--- src/design/rgbs_pkg.sv ---
// ----------------------------------------------------------------------------
// rgbs_pkg
// Shared types and constants of the rectilinear grid bilinear sampler.
// ----------------------------------------------------------------------------
package rgbs_pkg;

   localparam int MAX_X_POINTS = 64;
   localparam int MAX_Y_POINTS = 64;
   localparam int DATA_BITS    = 32;
   localparam int FRAC_BITS    = 30;
   localparam int IDX_BITS     = 6;
   localparam int CNT_BITS     = 7;
   localparam int QUO_BITS     = FRAC_BITS + 1;

   // request operation codes
   localparam logic [1:0] OP_LOAD_X = 2'd0;
   localparam logic [1:0] OP_LOAD_Y = 2'd1;
   localparam logic [1:0] OP_LOAD_V = 2'd2;
   localparam logic [1:0] OP_QUERY  = 2'd3;

   // register indexes
   localparam logic CSR_X_POINTS = 1'b0;
   localparam logic CSR_Y_POINTS = 1'b1;

   localparam logic signed [DATA_BITS-1:0] VALUE_MAX = {1'b0, {(DATA_BITS-1){1'b1}}};
   localparam logic signed [DATA_BITS-1:0] VALUE_MIN = {1'b1, {(DATA_BITS-1){1'b0}}};

   typedef enum logic [3:0] {
      ST_IDLE,
      ST_SEARCH,
      ST_FETCH,
      ST_DIV_WAIT,
      ST_DIFF,
      ST_MUL_LO,
      ST_MUL_HI,
      ST_ROUND,
      ST_DONE
   } state_type;

   typedef struct packed {
      logic [IDX_BITS-1:0]         idx;
      logic signed [DATA_BITS-1:0] c0;
      logic signed [DATA_BITS-1:0] c1;
      logic signed [DATA_BITS-1:0] pe;
      logic                        outside;
   } search_result_type;

endpackage

--- src/design/rgbs_axis_search.sv ---
// ----------------------------------------------------------------------------
// rgbs_axis_search
// Coordinate table of one axis with a linear cell search over its memory.
// ----------------------------------------------------------------------------
module rgbs_axis_search (
   input  logic                                 clock,
   input  logic                                 reset,
   input  logic                                 wr_en,
   input  logic [rgbs_pkg::IDX_BITS-1:0]        wr_addr,
   input  logic signed [rgbs_pkg::DATA_BITS-1:0] wr_data,
   input  logic                                 start,
   input  logic [rgbs_pkg::CNT_BITS-1:0]        point_count,
   input  logic signed [rgbs_pkg::DATA_BITS-1:0] point,
   output logic                                 busy,
   output rgbs_pkg::search_result_type          result
);

   logic signed [rgbs_pkg::DATA_BITS-1:0] coord_mem [rgbs_pkg::MAX_X_POINTS];
   logic signed [rgbs_pkg::DATA_BITS-1:0] rd_data_ff;
   logic [rgbs_pkg::IDX_BITS-1:0]         rd_addr;
   logic                                  busy_ff;
   logic [rgbs_pkg::CNT_BITS-1:0]         issue_ff;
   logic [rgbs_pkg::CNT_BITS-1:0]         rk_ff;
   logic [rgbs_pkg::CNT_BITS-1:0]         count_ff;
   logic signed [rgbs_pkg::DATA_BITS-1:0] point_ff;
   logic signed [rgbs_pkg::DATA_BITS-1:0] prev_ff;
   logic signed [rgbs_pkg::DATA_BITS-1:0] t0_ff;
   logic signed [rgbs_pkg::DATA_BITS-1:0] t1_ff;
   rgbs_pkg::search_result_type           result_ff;
   rgbs_pkg::search_result_type           result_in;
   logic                                  hit;
   logic                                  last;
   logic                                  finish;
   logic [rgbs_pkg::IDX_BITS-1:0]         lower_idx;

   // write on load, read one entry a cycle during a search
   assign rd_addr = start ? '0 : issue_ff[rgbs_pkg::IDX_BITS-1:0];

   always_ff @(posedge clock) begin
      if (wr_en) begin
         coord_mem[wr_addr] <= wr_data;
      end
      rd_data_ff <= coord_mem[rd_addr];
   end

   // pair check on the entry that just arrived and the one before it
   assign lower_idx = rk_ff[rgbs_pkg::IDX_BITS-1:0] - 1'b1;
   assign hit    = (rk_ff != '0) && (point_ff >= prev_ff) && (point_ff <= rd_data_ff);
   assign last   = (rk_ff == count_ff - 1'b1);
   assign finish = busy_ff && (hit || last);

   always_comb begin
      result_in = result_ff;
      if (hit) begin
         result_in.idx     = lower_idx;
         result_in.c0      = prev_ff;
         result_in.c1      = rd_data_ff;
         result_in.pe      = point_ff;
         result_in.outside = 1'b0;
      end else if (point_ff < t0_ff) begin
         result_in.idx     = '0;
         result_in.c0      = t0_ff;
         result_in.c1      = (rk_ff == 7'd1) ? rd_data_ff : t1_ff;
         result_in.pe      = t0_ff;
         result_in.outside = 1'b1;
      end else begin
         result_in.idx     = lower_idx;
         result_in.c0      = prev_ff;
         result_in.c1      = rd_data_ff;
         result_in.pe      = rd_data_ff;
         result_in.outside = 1'b1;
      end
   end

   // sequence the scan
   always_ff @(posedge clock) begin
      if (reset) begin
         busy_ff  <= 1'b0;
         issue_ff <= '0;
         rk_ff    <= '0;
      end else if (start) begin
         busy_ff  <= 1'b1;
         issue_ff <= 7'd1;
         rk_ff    <= '0;
      end else if (busy_ff) begin
         if (finish) begin
            busy_ff <= 1'b0;
         end else begin
            rk_ff    <= issue_ff;
            issue_ff <= issue_ff + 1'b1;
         end
      end
   end

   // hold scan data and the found cell
   always_ff @(posedge clock) begin
      if (start) begin
         point_ff <= point;
         count_ff <= point_count;
      end
      if (busy_ff) begin
         prev_ff <= rd_data_ff;
         if (rk_ff == '0) begin
            t0_ff <= rd_data_ff;
         end
         if (rk_ff == 7'd1) begin
            t1_ff <= rd_data_ff;
         end
         if (finish) begin
            result_ff <= result_in;
         end
      end
   end

   assign busy   = busy_ff;
   assign result = result_ff;

endmodule

--- config.mk ---
export PLATFORM = sky130hd
export DESIGN_NAME = rgbs_axis_search
export DESIGN_NICKNAME = d
export VERILOG_FILES = /design/src/design/rgbs_pkg.sv /design/src/design/rgbs_axis_search.sv
export SDC_FILE = /design/constraint.sdc
export NUM_CORES = 2
export LEC_CHECK = 0
export BUFFER_PORTS_ARGS = -buffer_cell sky130_fd_sc_hd__buf_2
export CAP_MARGIN = 20
export CORE_MARGIN = 5
export CORE_UTILIZATION = 60
export CTS_CLUSTER_DIAMETER = 60
export DETAILED_ROUTE_END_ITERATION = 12
export GPL_ROUTABILITY_DRIVEN = 0
export PLACE_DENSITY_LB_ADDON = 0.15
export SYNTH_ARGS = -nofsm -noshare
export SYNTH_HDL_FRONTEND = slang
export SYNTH_SLANG_ARGS = --single-unit
--- constraint.sdc ---
create_clock -name clock -period 13 [get_ports clock]
set_input_delay 1.95 -clock clock [delete_from_list [all_inputs] [get_ports clock]]
set_output_delay 1.95 -clock clock [all_outputs]
set_load 0.05 [all_outputs]
==> flow_metrics.env <==
export IMPL_regToRegSetupSlack_ns=7.35
export IMPL_synth_nets=5321
export IMPL_htreeDepth=4
export IMPL_synth_ff_type="edfxtp_1"
export IMPL_first_global_vias=49800
export IMPL_vias_per_cell=6.63
export IMPL_drt_wl_total_mm=234
export IMPL_finalWorstPathRequiredPeriod_ns=6.01
export IMPL_relSlewSlack=0.176
export IMPL_finalCritPeriodShare=0.462
export IMPL_path_cells="buf_2 > clkinv_1 > nand2_4 > buf_12 > buf_4 > a211oi_1 > nor3_1 > a311oi_1 > a211oi_1 > a21oi_1"
export IMPL_cts_tree="yes"
export IMPL_powerDensity_nw_per_um2=150
export IMPL_synth_warnings=0
export IMPL_synth_common_cells="edfxtp_1, nand2_1, a211oi_1, mux2i_1, mux4_2"
export IMPL_ys_ff_latch=2333
export IMPL_final_net_count=5558
export IMPL_grt_antenna_before_repair=8
export IMPL_vdd_ir_drop_max_v=0.000152
export IMPL_dpl_hpwl_mm=122
export IMPL_clock_sinks=2333
export IMPL_cp_depth=10
export IMPL_crit_arrival_ns=6.66
export IMPL_status="completed"
export IMPL_p_sw_uw=3240
export IMPL_cts_made_buffers=220
export IMPL_r2r_cells=13
export IMPL_min_to="prev_ff[25]"
export IMPL_multi_input_area_um2=20000
export IMPL_layout_drive_gt1_share=0.173
export IMPL_port_buffer_count=184
export IMPL_synth_largest_area_cell="edfxtp_1"
export IMPL_cts_root_buf="clkbuf_16"
export IMPL_worst_pin_slew_ns=1.23
export IMPL_die_y_um=399
export IMPL_clock_latency_ns=0.84
export IMPL_post_cts_buffers=0
export IMPL_yosysMostFrequentCell="edfxtp_1"
export IMPL_p_clk_frac=0.396
export IMPL_endpoint_kind="flip-flop"
export IMPL_area_growth_pct=12.0
export IMPL_tns_ns=0
export IMPL_slowest_delay_ns=1.04
export IMPL_netSwitchingFraction=0.212
export IMPL_vias=50200
export IMPL_grt_pass1_wl_mm=339
export IMPL_cts_resized=0
export IMPL_p_leak_uw=0.0330
export IMPL_max_freq_mhz=166
export IMPL_rows=142
export IMPL_yosysSeqAreaShare=0.766
export IMPL_grt_overflow=0
export IMPL_path_class="input port to flip-flop"
export IMPL_drc=0
export IMPL_worstPathMaxFanout=98
export IMPL_initialDrtViolationCount=6312
export IMPL_firstDrtPassIters=5
export IMPL_die_x_um=399
export IMPL_cp_slowest_cell="a211oi_1"
export IMPL_rsz0062_at_grt="false"
export IMPL_cts_buffer_depth=3
export IMPL_ys_types=55
export IMPL_ant_nets=0
export IMPL_synth_top_cells_by_area="edfxtp_1, mux4_2, mux2i_1"
export IMPL_setup_viol=0
export IMPL_fillers=9698
export IMPL_rr_startpoint="issue_ff[2]"
export IMPL_core_area_um2=150000
export IMPL_synth_edf_count=2286
export IMPL_synthArstFlopShare=0
export IMPL_crit_top_cell="a211oi_1"
export IMPL_regArea_um2=69600
export IMPL_synth_area_um2=90900
export IMPL_design_area_um2=102000
export IMPL_syn_instance_count=5141
export IMPL_report_final_slew_viol_count=0
export IMPL_hp_class="flip-flop to flip-flop"
export IMPL_hold_start="rd_data_ff[25]"
export IMPL_hold_worst_slack_ns=0.486
export IMPL_start_kind="input port"
export IMPL_fin_util=0.678
export IMPL_skew_ns=0.0281
export IMPL_start_util=0.605
export IMPL_p_comb_frac=0.053
export IMPL_cp_data_required_time_ns=13.65
export IMPL_cts_hold_buf=0
export IMPL_io_pins=185
export IMPL_clk_pin_slew_ns=0.06
export IMPL_grt_usage=0.295
export IMPL_min_path_cells=0
export IMPL_p_seq_frac=0.552
export IMPL_grt_max_degree=136
export IMPL_dieArea_um2=159000
export IMPL_cp_top_family="buffers and inverters"
export IMPL_hold_viol=0
export IMPL_path_buf_inv=4
export IMPL_p_int_uw=12000
export IMPL_cap_violations=0
export IMPL_avgSynthCellArea_um2=17.7
export IMPL_yosysTopAreaCellShare=0.756
export IMPL_wl_per_cell_um=30.8
export IMPL_place_area_um2=94500
export IMPL_timing_rr_end="rd_data_ff[22]"
stage by stage:
stage | instances | total power [uW] | setup slack, ns
after floorplan | 5141 | 9050 | 2.62
after global placement | 7140 | 9340 | 5.89
after detailed placement | 7146 | 9360 | 6.16
after CTS | 7550 | 15300 | 7.04
after global routing | 7577 | 15700 | 6.72
final | 7578 | 15300 | 6.99
worst reg2reg max path, cell delays in order (launching register included):
cell      delay, ns
dfxtp_4        0.75
inv_1          0.47
nor2_4         0.23
buf_12         0.52
or2_4          0.38
buf_4          0.62
buf_12         0.62
o22ai_1        0.42
a211oi_1       0.30
nor3_1         0.10
a311oi_1       0.40
a211oi_1       0.20
buf_4          0.28
a21oi_1        0.25
flip-flops by register name, indices dropped and copies added, names as in the netlist:
name,cells
result,103
rd_data_ff,32
count_ff,7
issue_ff,7
t1_ff,32
t0_ff,32
busy,1
point_ff,32
coord_mem,2048
rk_ff,7
prev_ff,32
area by class of cell:
class,instances,area share
antenna,2,0.0000492
clock buffer,296,0.0587
clock inverter,108,0.00730
inverter,109,0.00402
multi-input combinational,2382,0.197
sequential,2333,0.684
tap,2016,0.0248
timing repair buffer,332,0.0244
power by group through the flow:
| stage | logic [uW] | registers [uW] | clock network (uW) |
|---|---|---|---|
| detailed placement | 781 | 8570 | 0 |
| CTS | 785 | 8420 | 6100 |
| finish | 805 | 8410 | 6040 |
| floorplan | 484 | 8560 | 0 |
| global route | 872 | 8410 | 6450 |
| global placement | 765 | 8570 | 0 |
cells in the final DEF (no fill, tap or decap), drive strengths merged, types with 2 or more instances in the layout:
cell type,instances
ha,99
edfxtp,2286
o22ai,257
nand3b,2
a311oi,62
xor2,4
clkbuf,299
mux4,258
dfxtp,47
a211oi,289
nor4,5
nor3,139
nand2,391
a21oi,162
nand2b,5
a21boi,2
or3,6
nor2b,6
a221oi,4
nand3,17
nor2,157
buf,329
mux2i,265
o21a,3
clkinv,89
nand4,17
bufinv,9
and3,2
a31oi,67
diode,2
mux2,3
and2,2
or2,2
inv,118
o211ai,6
xnor2,9
a21o,17
o21ai,114
cells by family (layout without fill, tap and decap cells):
group                      after synthesis  in the layout  synth area share
DFF                                   2333           2333             0.766
AOI/OAI and AO/OA                      990            990            0.0710
and+or+nand+nor                        754            754            0.0349
muxes                                  526            526            0.0935
buffers and inverters                  426            845            0.0198
adders and majority gates               99             99            0.0136
xor gates and xnor gates                13             13           0.00125
other                                    0              2                 0
layer usage:
layer  up-vias  GRT usage  wire length, um
li1      21300          -                -
met5         -          0               36
met4         8     0.0912             7170
met1     25800      0.416            89100
met2      2808      0.473           112000
met3       398     0.0599            25000
how the worst max path moves through the flow:
stage                     end          from  slack (ns)
3_5_place_dp   rd_data_ff[17]         start        6.16
6_report       rd_data_ff[27]         start        6.99
4_1_cts        rd_data_ff[17]         start        7.04
2_1_floorplan       result[0]  point_ff[14]        2.62
5_1_grt        rd_data_ff[13]         start        6.72
3_3_place_gp   rd_data_ff[20]         start        5.89
(Power assumes the default switching activity.)
