File: config.mk
export PLATFORM = sky130hd
export DESIGN_NAME = rgbs_frac_div
export DESIGN_NICKNAME = d
export VERILOG_FILES = /design/src/design/rgbs_pkg.sv /design/src/design/rgbs_frac_div.sv
export SDC_FILE = /design/constraint.sdc
export NUM_CORES = 1
export LEC_CHECK = 0
export BUFFER_PORTS_ARGS = -buffer_cell sky130_fd_sc_hd__buf_2
export CORE_ASPECT_RATIO = 0.8
export CORE_MARGIN = 5
export CORE_UTILIZATION = 30
export DETAILED_ROUTE_END_ITERATION = 16
export PLACE_DENSITY = 0.47
export SLEW_MARGIN = 20
export SYNTH_ARGS = -nofsm -noshare
export SYNTH_HDL_FRONTEND = slang
export SYNTH_SLANG_ARGS = --single-unit
File: constraint.sdc
create_clock -name clock -period 3.2 [get_ports clock]
set_clock_uncertainty 0.1 [all_clocks]
set_input_delay 0 -clock clock [delete_from_list [all_inputs] [get_ports clock]]
set_output_delay 0 -clock clock [all_outputs]
set_load 0.01 [all_outputs]
File: src/design/rgbs_pkg.sv
// ----------------------------------------------------------------------------
// rgbs_pkg
// Shared types and constants of the rectilinear grid bilinear sampler.
// ----------------------------------------------------------------------------
package rgbs_pkg;

   localparam int MAX_X_POINTS = 64;
   localparam int MAX_Y_POINTS = 64;
   localparam int DATA_BITS    = 32;
   localparam int FRAC_BITS    = 30;
   localparam int IDX_BITS     = 6;
   localparam int CNT_BITS     = 7;
   localparam int QUO_BITS     = FRAC_BITS + 1;

   // request operation codes
   localparam logic [1:0] OP_LOAD_X = 2'd0;
   localparam logic [1:0] OP_LOAD_Y = 2'd1;
   localparam logic [1:0] OP_LOAD_V = 2'd2;
   localparam logic [1:0] OP_QUERY  = 2'd3;

   // register indexes
   localparam logic CSR_X_POINTS = 1'b0;
   localparam logic CSR_Y_POINTS = 1'b1;

   localparam logic signed [DATA_BITS-1:0] VALUE_MAX = {1'b0, {(DATA_BITS-1){1'b1}}};
   localparam logic signed [DATA_BITS-1:0] VALUE_MIN = {1'b1, {(DATA_BITS-1){1'b0}}};

   typedef enum logic [3:0] {
      ST_IDLE,
      ST_SEARCH,
      ST_FETCH,
      ST_DIV_WAIT,
      ST_DIFF,
      ST_MUL_LO,
      ST_MUL_HI,
      ST_ROUND,
      ST_DONE
   } state_type;

   typedef struct packed {
      logic [IDX_BITS-1:0]         idx;
      logic signed [DATA_BITS-1:0] c0;
      logic signed [DATA_BITS-1:0] c1;
      logic signed [DATA_BITS-1:0] pe;
      logic                        outside;
   } search_result_type;

endpackage

File: src/design/rgbs_frac_div.sv
// ----------------------------------------------------------------------------
// rgbs_frac_div
// Restoring divider for the cell fraction, one quotient bit per cycle.
// ----------------------------------------------------------------------------
module rgbs_frac_div (
   input  logic                          clock,
   input  logic                          reset,
   input  logic                          start,
   input  logic [rgbs_pkg::DATA_BITS:0]  numer,
   input  logic [rgbs_pkg::DATA_BITS:0]  denom,
   output logic                          busy,
   output logic [rgbs_pkg::QUO_BITS-1:0] quotient
);

   localparam int REM_BITS = rgbs_pkg::DATA_BITS + 2;

   logic                          busy_ff;
   logic [4:0]                    step_ff;
   logic [REM_BITS-1:0]           rem_ff;
   logic [REM_BITS-1:0]           rem_in;
   logic [rgbs_pkg::DATA_BITS:0]  den_ff;
   logic [rgbs_pkg::QUO_BITS-1:0] quo_ff;
   logic                          ge;
   logic [REM_BITS-1:0]           sub;

   // trial subtract; remainder stays below the divisor
   assign ge     = rem_ff >= {1'b0, den_ff};
   assign sub    = ge ? rem_ff - {1'b0, den_ff} : rem_ff;
   assign rem_in = {sub[REM_BITS-2:0], 1'b0};

   always_ff @(posedge clock) begin
      if (reset) begin
         busy_ff <= 1'b0;
         step_ff <= '0;
      end else if (start) begin
         busy_ff <= 1'b1;
         step_ff <= '0;
      end else if (busy_ff) begin
         if (step_ff == 5'(rgbs_pkg::QUO_BITS - 1)) begin
            busy_ff <= 1'b0;
         end else begin
            step_ff <= step_ff + 1'b1;
         end
      end
   end

   always_ff @(posedge clock) begin
      if (start) begin
         rem_ff <= {1'b0, numer};
         den_ff <= denom;
         quo_ff <= '0;
      end else if (busy_ff) begin
         rem_ff <= rem_in;
         quo_ff <= {quo_ff[rgbs_pkg::QUO_BITS-2:0], ge};
      end
   end

   assign busy     = busy_ff;
   assign quotient = quo_ff;

endmodule

==> results of run 1 <==
[stage by stage]
stage	setup TNS, ns	instance area [um2]
global route	-15.33	8380
CTS	-7.06	8190
floorplan	-2.40	5900
finish	-8.47	8380
detailed placement	-6.62	7060
global placement	-3.48	7060
[layer usage]
layer	track usage	up-vias	part of all wire
met5	0	-	0
met4	0.0295	0	0.010
met3	0.0312	13	0.042
met2	0.220	109	0.43
met1	0.210	2381	0.52
li1	-	2569	-
[placed cells by master (no fill, tap or decap), drive strengths merged, types with 31 or more instances in the layout]
master | netlist | routed
edfxtp | 66 | 66
mux2i | 42 | 42
ha | 35 | 35
dfxtp | 38 | 38
nand2 | 40 | 40
a21oi | 31 | 31
inv | 43 | 48
nor2 | 62 | 62
dlygate4sd3 | 0 | 67
buf | 7 | 167
[worst reg2reg max path: cells and delay by family, from the launching register on]
kind                     cells  cell delay, ns
buffers and inverters        4            0.44
multiplexers                 2            0.33
adder cells (fa/ha/maj)      2            0.48
AO/OA/AOI/OAI                7            1.56
flip-flops                   1            0.39
[cells by family (layout without fill, tap and decap cells)]
logic type / count (synthesis) / in the layout
and+or+nand+nor: 171 / 171
AOI/OAI and AO/OA: 128 / 128
DFF: 104 / 104
buffers and inverters: 71 / 295
muxes: 43 / 43
adders and majority gates: 36 / 36
xor gates and xnor gates: 31 / 31
[cell usage after synthesis (all sizes together), types with 5 or more instances]
master	n	area share
and3	8	0.0085
clkbuf	21	0.013
xnor2	15	0.022
a21oi	31	0.026
o311ai	14	0.021
o21a	7	0.0089
a221o	5	0.0085
o21ai	21	0.018
o211ai	5	0.0064
nand3	21	0.018
a31oi	5	0.0053
nor2	62	0.040
nand4	8	0.0085
nand2	40	0.025
xor2	16	0.024
buf	7	0.0079
mux2i	42	0.071
edfxtp	66	0.34
ha	35	0.074
nor3	5	0.0042
a21o	12	0.015
inv	43	0.027
dfxtp	38	0.13
nand2b	8	0.0085
[cell type report]
cell class                 instances  area [um2]
tap                              258         323
clock inverter                     7         101
inverter                          43         161
clock buffer                       9         225
sequential                       104        2740
multi-input combinational        409        2990
timing repair buffer             236        1830
fill                            1900       10800
[power by group]
part	total [mW]	internal (mW)	switching [mW]
logic	2.63	1.35	1.28
registers	1.74	1.64	0.0984
clock network	1.20	0.583	0.618
[state kept, by name (all words and copies together), names as in the netlist]
signal,cells
rem_ff,34
den_ff,33
quotient,31
step_ff,5
busy,1
[worst min path at each step]
stage               slack (ns)       from  cells past startpoint              endpoint
floorplan                -0.03      reset                      1       busy$_SDFF_PP0_
global placement          0.08  denom[17]                      1  den_ff[17]$_DFFE_PP_
detailed placement        0.08  denom[24]                      1  den_ff[24]$_DFFE_PP_
CTS                       0.03      start                      1   den_ff[3]$_DFFE_PP_
global route              0.04      start                      1   den_ff[3]$_DFFE_PP_
finish                    0.03      start                      1   den_ff[3]$_DFFE_PP_
[repair_timing]
item	CTS	global route
endpoints found under the hold margin	72	0
setup buffers	9	1
cloned	1	2
pin swaps	5	22
resized for setup	19	30
setup endpoints to repair	34	34
hold buffers	67	0
==> results by group, run 1 <==
Global routing
  – GR Overflow Total: 0
  – Largest net degree at the start of global routing: 77
  – Vias in the first global route: ~5200
  – All-Layer GR Usage: 0.144
  – Initial antenna violation count: 0
  – First-pass GRT wire length: roughly 27 mm

Clock tree
  – Clock Pin Slew Worst Setup and Hold Paths: roughly 0.080 ns
  – H-tree depth: 3
  – CTS tree: done
  – CTS sink cnt: 104
  – Root Buffer: clkbuf_16
  – Clock buffer depth: 2
  – Cts bufs inserted: 9
  – Clock Latency Late Sink: around 0.36 ns

Critical path
  – CP Class: reg2reg
  – WP buf/inv: 4
  – Worst endpoint data arrival time: around 3.6 ns
  – CP startpoint: rem_ff[0]$_SDFFCE_PN0P_
  – FF-to-FF path depth: 15
  – Critical path data required time: roughly 3.2 ns
  – Critical path depth: 15
  – Crit-path slowest cell: a221o_1
  – CP Cell Sequence: inv_2 > ha_4 > inv_2 > fa_2 > a21o_1 > a221oi_2 > a211oi_2 > o21ai_1 > o211ai_1 > a221o_1 > a41oi_4 > buf_6 > buf_8 > mux2i_1 > mux2_2
  – Crit path max-delay family: compound AO/OA/AOI/OAI gates
  – Worst setup EP type: flop
  – R2R Path Start: rem_ff[0]$_SDFFCE_PN0P_
  – Reg-to-Reg End: rem_ff[1]$_DFFE_PP_
  – R2r setup slk: -0.34 ns
  – CP startpoint kind: flop
  – Crit Path Max Fanout: 9
  – Setup crit end: rem_ff[1]$_DFFE_PP_
  – Critical Path Most Common Cell: inv_2
  – Slowest Stage Delay on Critical Path: 0.41 ns

Logic synthesis
  – Syn Inst Count: roughly 580
  – Synth Area in Simple Gates: 0.136
  – Post-synth EDFFs: 66
  – Flops & latches, synth: approximately 100
  – Combinational family with the most area after synthesis: compound AO/OA/AOI/OAI gates
  – Post-synthesis adder-cell area fraction: 0.0778
  – Post-synthesis compound-gate area fraction: 0.152
  – Top FF cell, synth: edfxtp_1
  – Syn Std Cell Area: just under 6000 um2
  – Mean area per synthesized cell: ~10 um2
  – Post-synthesis xor/xnor area fraction: 0.0461
  – Synth warn: 0
  – Async SR Flop Fraction: 0
  – Synth cell types: 56
  – Mux contribution to synthesized area: 0.0733
  – Syn_nets: approximately 700
  – Post-synthesis sequential area ratio: 0.466

Place
  – Routability cong.: about 0.84
  – Buffers added on ports: 100
  – Dpl hpwl: 11.2 mm
  – Dpl cells: 970
  – Pre-CTS setup slack: -0.294 ns

Route
  – Routed WL: 16.2 mm
  – Via count: roughly 5000
  – 1st-iter DRT viols: ~270
  – DR vias/cell: ~4.8
  – TritonRoute pass-1 iters: 5
  – Drt drc: 0
  – DR WL/cell: around 15 um
  – Antenna Nets Post-Route: 0

Die
  – Full die area: roughly 23000 um2
  – Core area: between 15000 and 20000 um2
  – Die Span Y: about 140 um
  – Die Span X: 167 um
  – I/O pin count: about 100
  – Initial Util: 0.308
  – Std-Cell Rows: 45

Final layout
  – Non-Filler Instances: ~1100
  – N_diodes: 0
  – Fin util: 0.438
  – Nets@finish: slightly above 900
  – Layout area overhead: 42.2%
  – Layout cell share with drive strength beyond 1: 0.259

Power
  – Pwr Total: between 5 and 6 mW
  – Pleak: about 3.7 nW
  – Cell Pwr Density: 665 nW/um2
  – Worst VDD drop: roughly 0.00027 V

Timing
  – Hold Vio Cnt, Final: 0
  – Final Max Tran Viols: 0
  – Max Clock Freq: between 200 and 300 MHz
  – Crit share post-route: 1.11
  – Slew HR: 0.413
  – Final setup violating endpoints: 34
  – Worst-Margin Slew: between 0.8 and 0.9 ns
  – Worst Slack Setup Final: -0.344 ns
  – Final Critical Period: 3.54 ns
  – RSZ-0062 raised after global routing: true
  – WHS: between 0.02 and 0.03 ns

Outcome
  – Failing checks: negative setup slack
  – Status: finished with violations

Job
  – Max Cap Viol: 0

Worst hold path
  – Hold/Removal Path Class: in2reg
No activity file was read; power rests on OpenSTA's default activity.
==> inputs of run 2 (changes only) <==
--- a/config.mk
+++ b/config.mk
@@ -8,9 +8,9 @@
 export BUFFER_PORTS_ARGS = -buffer_cell sky130_fd_sc_hd__buf_2
 export CORE_ASPECT_RATIO = 0.8
 export CORE_MARGIN = 5
-export CORE_UTILIZATION = 30
+export CORE_UTILIZATION = 51
 export DETAILED_ROUTE_END_ITERATION = 16
-export PLACE_DENSITY = 0.47
+export PLACE_DENSITY = 0.83
 export SLEW_MARGIN = 20
 export SYNTH_ARGS = -nofsm -noshare
 export SYNTH_HDL_FRONTEND = slang
==> results by group, run 2 (synthesized netlist as in run 1, its figures left out) <==
Final layout
  – N_diodes: 0 (unchanged)
  – Max reg flops: 34 (unchanged)
  – Layout cell share with drive strength beyond 1: 0.271 (+0.0121)
  – Layout area overhead: 40.9%
  – Fin area: 8300 um2 (-0.94%)
  – Multi-input gate area: 3030 um2 (+1.3%)
  – Fill cell count: 766 (-60%)
  – Most common cell after layout, fill and taps aside: buf_2
  – Most frequent cells in the layout: buf_2 (100), dlygate4sd3_1 (68), buf_4 (68), edfxtp_1 (66), nor2_1 (60)
  – Nets@finish: 920 (+1.3%)
  – Largest Register: rem_ff
  – FF+latch area: 2740 um2 (unchanged)

Route
  – Drt drc: 0 (unchanged)
  – Routed WL: 16.6 mm (+2.5%)
  – Via count: 5487 (+8.2%)
  – TritonRoute pass-1 iters: 5 (unchanged)
  – DR vias/cell: 5.67 (+19%)
  – DR WL/cell: 17.2 um (+13%)
  – Antenna Nets Post-Route: 0 (unchanged)
  – 1st-iter DRT viols: 433 (+62%)

Clock tree
  – Root Buffer: clkbuf_16
  – Clock buffer depth: 2 (unchanged)
  – Clock Latency Late Sink: 0.35 ns (about the same)
  – CTS tree: done
  – Cts bufs inserted: 9 (unchanged)
  – H-tree depth: 3 (unchanged)
  – Clock Pin Slew Worst Setup and Hold Paths: 0.08 ns (about the same)
  – CTS sink cnt: 104 (unchanged)

Job
  – Max Cap Viol: 0 (unchanged)

Die
  – Std-Cell Rows: 35 (-22%)
  – Full die area: 13800 um2 (-39%)
  – Core area: 11400 um2 (-40%)
  – Die Span X: 130 um (-22%)
  – I/O pin count: 101 (unchanged)
  – Initial Util: 0.515 (+0.208)
  – Die Span Y: 106 um (-22%)

Critical path
  – R2R Path Start: rem_ff[0]$_SDFFCE_PN0P_
  – Worst setup EP type: flop
  – Crit Path Max Fanout: 7 (-2)
  – CP Class: reg2reg
  – CP startpoint kind: flop
  – R2r setup slk: -0.40 ns (-0.06 ns)
  – Worst endpoint data arrival time: 3.60 ns (+0.04 ns)
  – CP startpoint: rem_ff[0]$_SDFFCE_PN0P_
  – Critical path data required time: 3.19 ns (-0.02 ns)

Global routing
  – GR Overflow Total: 0 (unchanged)
  – Largest net degree at the start of global routing: 60 (-22%)
  – First-pass GRT wire length: 26.6 mm (about the same)
  – All-Layer GR Usage: 0.237 (+0.0933)
  – Initial antenna violation count: 0 (unchanged)
  – Vias in the first global route: 5756 (+11%)

Worst hold path
  – Hold/Removal Path Class: in2reg
  – HP Start: start

Place
  – DP Area: 6790 um2 (-3.7%)
  – Dpl hpwl: 10.6 mm (-5.7%)
  – Buffers added on ports: 100 (unchanged)
  – Routability cong.: 0.957 (+14%)

Timing
  – RSZ-0062 raised after global routing: true
  – Final Max Tran Viols: 0 (unchanged)
  – Final Critical Period: 3.60 ns (+0.0600 ns)
  – Max Clock Freq: 277 MHz (-1.7%)
  – Worst-Margin Slew: 0.734 ns (-0.146 ns)
  – Hold Vio Cnt, Final: 3 (+3)
  – Final setup violating endpoints: 34 (unchanged)
  – Slew HR: 0.510 (+0.0974)
  – WHS: -0.00424 ns (-0.0330 ns)
  – Crit share post-route: 1.13 (+0.0188)
  – Worst Slack Setup Final: -0.404 ns (-0.0600 ns)

Outcome
  – Status: finished with violations
  – Failing checks: negative hold slack, negative setup slack

Power
  – Pleak: 3.71 nW (+1.1%)
  – Worst VDD drop: 0.000362 V (+34%)
  – Cell Pwr Density: 659 nW/um2 (-0.94%)
run 2: cell types whose count changed in the layout (fill, tap and decap cells not counted), moves of 2 or more:
cell       delta
nand2_1       +2
o311ai_1      -5
o311ai_2      +3
clkbuf_16     -2
buf_4        +12
buf_12        -2
inv_12        -2
buf_8         +3
run 2: path summary, 6_finish.rpt:
kind,endpoint,depth (start not counted)
setup / recovery,rem_ff[18]$_DFFE_PP_,15
hold / removal,den_ff[8]$_DFFE_PP_,1
hold reg to reg,quotient[8]$_SDFFE_PP0P_,2
setup reg to reg,rem_ff[18]$_DFFE_PP_,15
run 2: per-stage QoR:
stage / cells / util / power, mW / setup slack (ns) / setup TNS, ns
floorplan: 584 / - / 3.14 / -0.169 / -2.40
global placement: 845 / 0.594 / 3.69 / -0.158 / -2.48
detailed placement: 845 / 0.594 / 3.78 / -0.268 / -5.42
CTS: 961 / 0.705 / 5.13 / -0.215 / -5.63
global route: 968 / 0.726 / 5.75 / -0.462 / -13.32
finish: 968 / 0.726 / 5.46 / -0.404 / -10.71
run 2: cell type report:
| type | count | share of cell area |
|---|---|---|
| multi-input combinational | 409 | 0.366 |
| tap | 148 | 0.0223 |
| inverter | 43 | 0.0195 |
| clock buffer | 9 | 0.0271 |
| clock inverter | 7 | 0.0107 |
| sequential | 104 | 0.331 |
| timing repair buffer | 248 | 0.224 |
run 2: repair_timing:
item / in CTS / in global routing
resized for setup: 12 / 44
endpoints found under the hold margin: 75 / 0
endpoints found under the setup margin: 32 / 34
hold buffers: 68 / 0
setup buffers: 32 / 6
gates cloned: 0 / 2
pin swaps: 0 / 24
run 2: metal layers:
| metal | up-vias | track usage | part of all wire |
|---|---|---|---|
| li1 | 2601 | - | - |
| met2 | 252 | 0.399 | 0.48 |
| met1 | 2583 | 0.298 | 0.42 |
| met4 | 0 | 0.0697 | 0.027 |
| met5 | - | 0 | 0 |
| met3 | 51 | 0.0633 | 0.074 |
run 2: where the power goes:
part           switching (mW)  total [mW]  internal [mW]
sequential              0.103        1.74           1.64
clock                   0.582        1.15          0.570
combinational            1.31        2.57           1.26
total                    2.00        5.46           3.47
run 2: critical path, stage by stage (launching register included):
cell,delay (ns)
edfxtp_1,0.41
inv_2,0.11
ha_4,0.14
inv_2,0.04
fa_2,0.34
a21o_1,0.22
a221oi_2,0.30
a211oi_2,0.13
o21ai_1,0.15
o211ai_1,0.16
a221o_1,0.41
a41oi_4,0.24
buf_12,0.16
buf_8,0.13
mux2i_1,0.22
o21ai_1,0.10
==> inputs of run 3 (changes only) <==
--- a/config.mk
+++ b/config.mk
@@ -10,7 +10,7 @@
 export CORE_MARGIN = 5
 export CORE_UTILIZATION = 51
 export DETAILED_ROUTE_END_ITERATION = 16
-export PLACE_DENSITY = 0.83
+export PLACE_DENSITY = 0.81
 export SLEW_MARGIN = 20
 export SYNTH_ARGS = -nofsm -noshare
 export SYNTH_HDL_FRONTEND = slang
==> results by group, run 3 (synthesized netlist as in run 1, its figures left out) <==
Clock tree
  – Root Buffer: clkbuf_16
  – CTS tree: done
  – Clock Pin Slew Worst Setup and Hold Paths: 0.09 ns (about the same)
  – Cts bufs inserted: 9 (unchanged)
  – Clock Latency Late Sink: 0.36 ns (about the same)
  – Clock buffer depth: 2 (unchanged)
  – CTS sink cnt: 104 (unchanged)
  – H-tree depth: 3 (unchanged)

Timing
  – Final Max Tran Viols: 0 (unchanged)
  – RSZ-0062 raised after global routing: true
  – Hold Vio Cnt, Final: 0 (-3)
  – Crit share post-route: 1.14 (+0.0166)
  – Setup_tns: -11.75 ns (-1.04 ns)
  – Worst-Margin Slew: 0.760 ns (+0.0261 ns)
  – Worst Slack Setup Final: -0.457 ns (-0.0532 ns)
  – Final Critical Period: 3.66 ns (+0.0532 ns)
  – Slew HR: 0.493 (-0.0174)
  – Max Clock Freq: 273 MHz (-1.5%)
  – Final setup violating endpoints: 34 (unchanged)

Power
  – Cell Pwr Density: 667 nW/um2 (+1.3%)
  – Pleak: 3.66 nW (-1.5%)
  – Pwr Total: 5.48 mW (+0.29%)
  – Worst VDD drop: 0.000318 V (-12%)

Route
  – Drt drc: 0 (unchanged)
  – Via count: 5485 (-0.036%)
  – Antenna Nets Post-Route: 0 (unchanged)
  – Routed WL: 16.8 mm (+0.95%)
  – 1st-iter DRT viols: 613 (+42%)
  – DR WL/cell: 17.5 um (+1.8%)
  – TritonRoute pass-1 iters: 5 (unchanged)
  – DR vias/cell: 5.71 (+0.80%)

Place
  – Dpl cells: 842 (-0.36%)
  – Dpl hpwl: 10.0 mm (-5.0%)
  – Routability cong.: 0.933 (-2.6%)
  – Buffers added on ports: 100 (unchanged)
  – DP Area: 6780 um2 (-0.15%)

Final layout
  – Fin util: 0.718 (-0.00744)
  – Layout cell share with drive strength beyond 1: 0.270 (-0.00103)
  – Non-Filler Instances: 960 (-0.83%)
  – Largest Register: rem_ff
  – Max reg flops: 34 (unchanged)
  – Layout area overhead: 39.5%
  – Most common cell after layout, fill and taps aside: buf_2
  – N_diodes: 0 (unchanged)
  – Fin area: 8210 um2 (-1.0%)
  – Most frequent cells in the layout: buf_2 (99), dlygate4sd3_1 (67), edfxtp_1 (66), buf_4 (65), nor2_1 (60)
  – Nets@finish: 912 (-0.87%)

Global routing
  – Largest net degree at the start of global routing: 70 (+17%)
  – Vias in the first global route: 5512 (-4.2%)
  – Initial antenna violation count: 0 (unchanged)
  – GR Overflow Total: 0 (unchanged)
  – First-pass GRT wire length: 26.5 mm (-0.62%)
  – All-Layer GR Usage: 0.236 (-0.000885)

Critical path
  – Worst setup EP type: flop
  – Crit Path Max Fanout: 8 (+1)
  – Worst endpoint data arrival time: 3.67 ns (+0.07 ns)
  – CP Class: reg2reg
  – CP startpoint kind: flop
  – Critical path data required time: 3.21 ns (+0.02 ns)

Die
  – Die Span Y: 106 um (unchanged)
  – Std-Cell Rows: 35 (unchanged)
  – Die Span X: 130 um (unchanged)
  – I/O pin count: 101 (unchanged)
  – Core area: 11400 um2 (unchanged)
  – Full die area: 13800 um2 (unchanged)
  – Initial Util: 0.515 (unchanged)

Job
  – Max Cap Viol: 0 (unchanged)

Worst hold path
  – Hold/Removal Path Class: in2reg

Outcome
  – Status: finished with violations
  – Failing checks: negative setup slack
## run 3: cell types whose count changed in the layout (fill, tap and decap cells not counted), moves of 2 or more
cell      change
o311ai_1      +6
buf_8         -3
mux2i_1       -3
buf_4         -3
o311ai_4      -2
mux2i_2       +3
o311ai_0      -5
## run 3: final timing paths
check / start / endpoint / slack (ns) / depth (start not counted)
worst max-delay path: rem_ff[0]$_SDFFCE_PN0P_ / rem_ff[1]$_DFFE_PP_ / -0.46 / 15
worst min-delay path: start / den_ff[6]$_DFFE_PP_ / 0.18 / 2
worst max register to register: rem_ff[0]$_SDFFCE_PN0P_ / rem_ff[1]$_DFFE_PP_ / -0.46 / 15
worst min register to register: quotient[30]$_SDFFE_PP0P_ / quotient[30]$_SDFFE_PP0P_ / 0.40 / 2
## run 3: timing repair
| item | CTS | global route |
|---|---|---|
| gates resized for setup | 25 | 31 |
| hold buffers | 67 | 0 |
| setup buffers | 32 | 5 |
| gates cloned | 2 | 0 |
| endpoints found under the setup margin | 33 | 34 |
| pin swaps | 10 | 10 |
| hold endpoints to repair | 72 | 0 |
## run 3: layout make-up
class	count	area (um2)
well taps	148	185
flip-flops and latches	104	2740
inverters	43	161
repair buffers	240	1790
multi-input cells	409	3030
fillers	776	3220
clock buffers	9	225
clock inverters	7	81.3
## run 3: metal layers
layer  up-vias  part of all wire  track usage  routed length [um]
met2       297              0.48        0.397                8000
met1      2548              0.41        0.299                6950
met3        58             0.078       0.0522                1320
met5         -                 0            0                   0
li1       2582                 -            -                   -
met4         0             0.032       0.0809                 530
## run 3: worst max-delay path, stage by stage, from the launching register on
cell	delay, ns
edfxtp_1	0.39
inv_2	0.09
ha_4	0.13
inv_2	0.04
fa_2	0.35
a21o_1	0.23
a221oi_4	0.33
a211oi_2	0.13
o21ai_1	0.17
o211ai_1	0.17
a221o_1	0.40
a41oi_4	0.23
buf_12	0.16
buf_12	0.14
mux2i_1	0.09
mux2_4	0.26
## run 3: metrics by stage
stage	worst slack (ns)	hold slack [ns]
2_1_floorplan	-0.169	-0.0276
3_3_place_gp	-0.195	0.0767
3_5_place_dp	-0.310	0.0781
4_1_cts	-0.218	0.177
5_1_grt	-0.613	0.214
6_report	-0.457	0.181
## run 3: power breakdown
group	internal, mW	switching (mW)	total [mW]
registers	1.64	0.102	1.74
logic	1.24	1.35	2.59
clock network	0.563	0.586	1.15
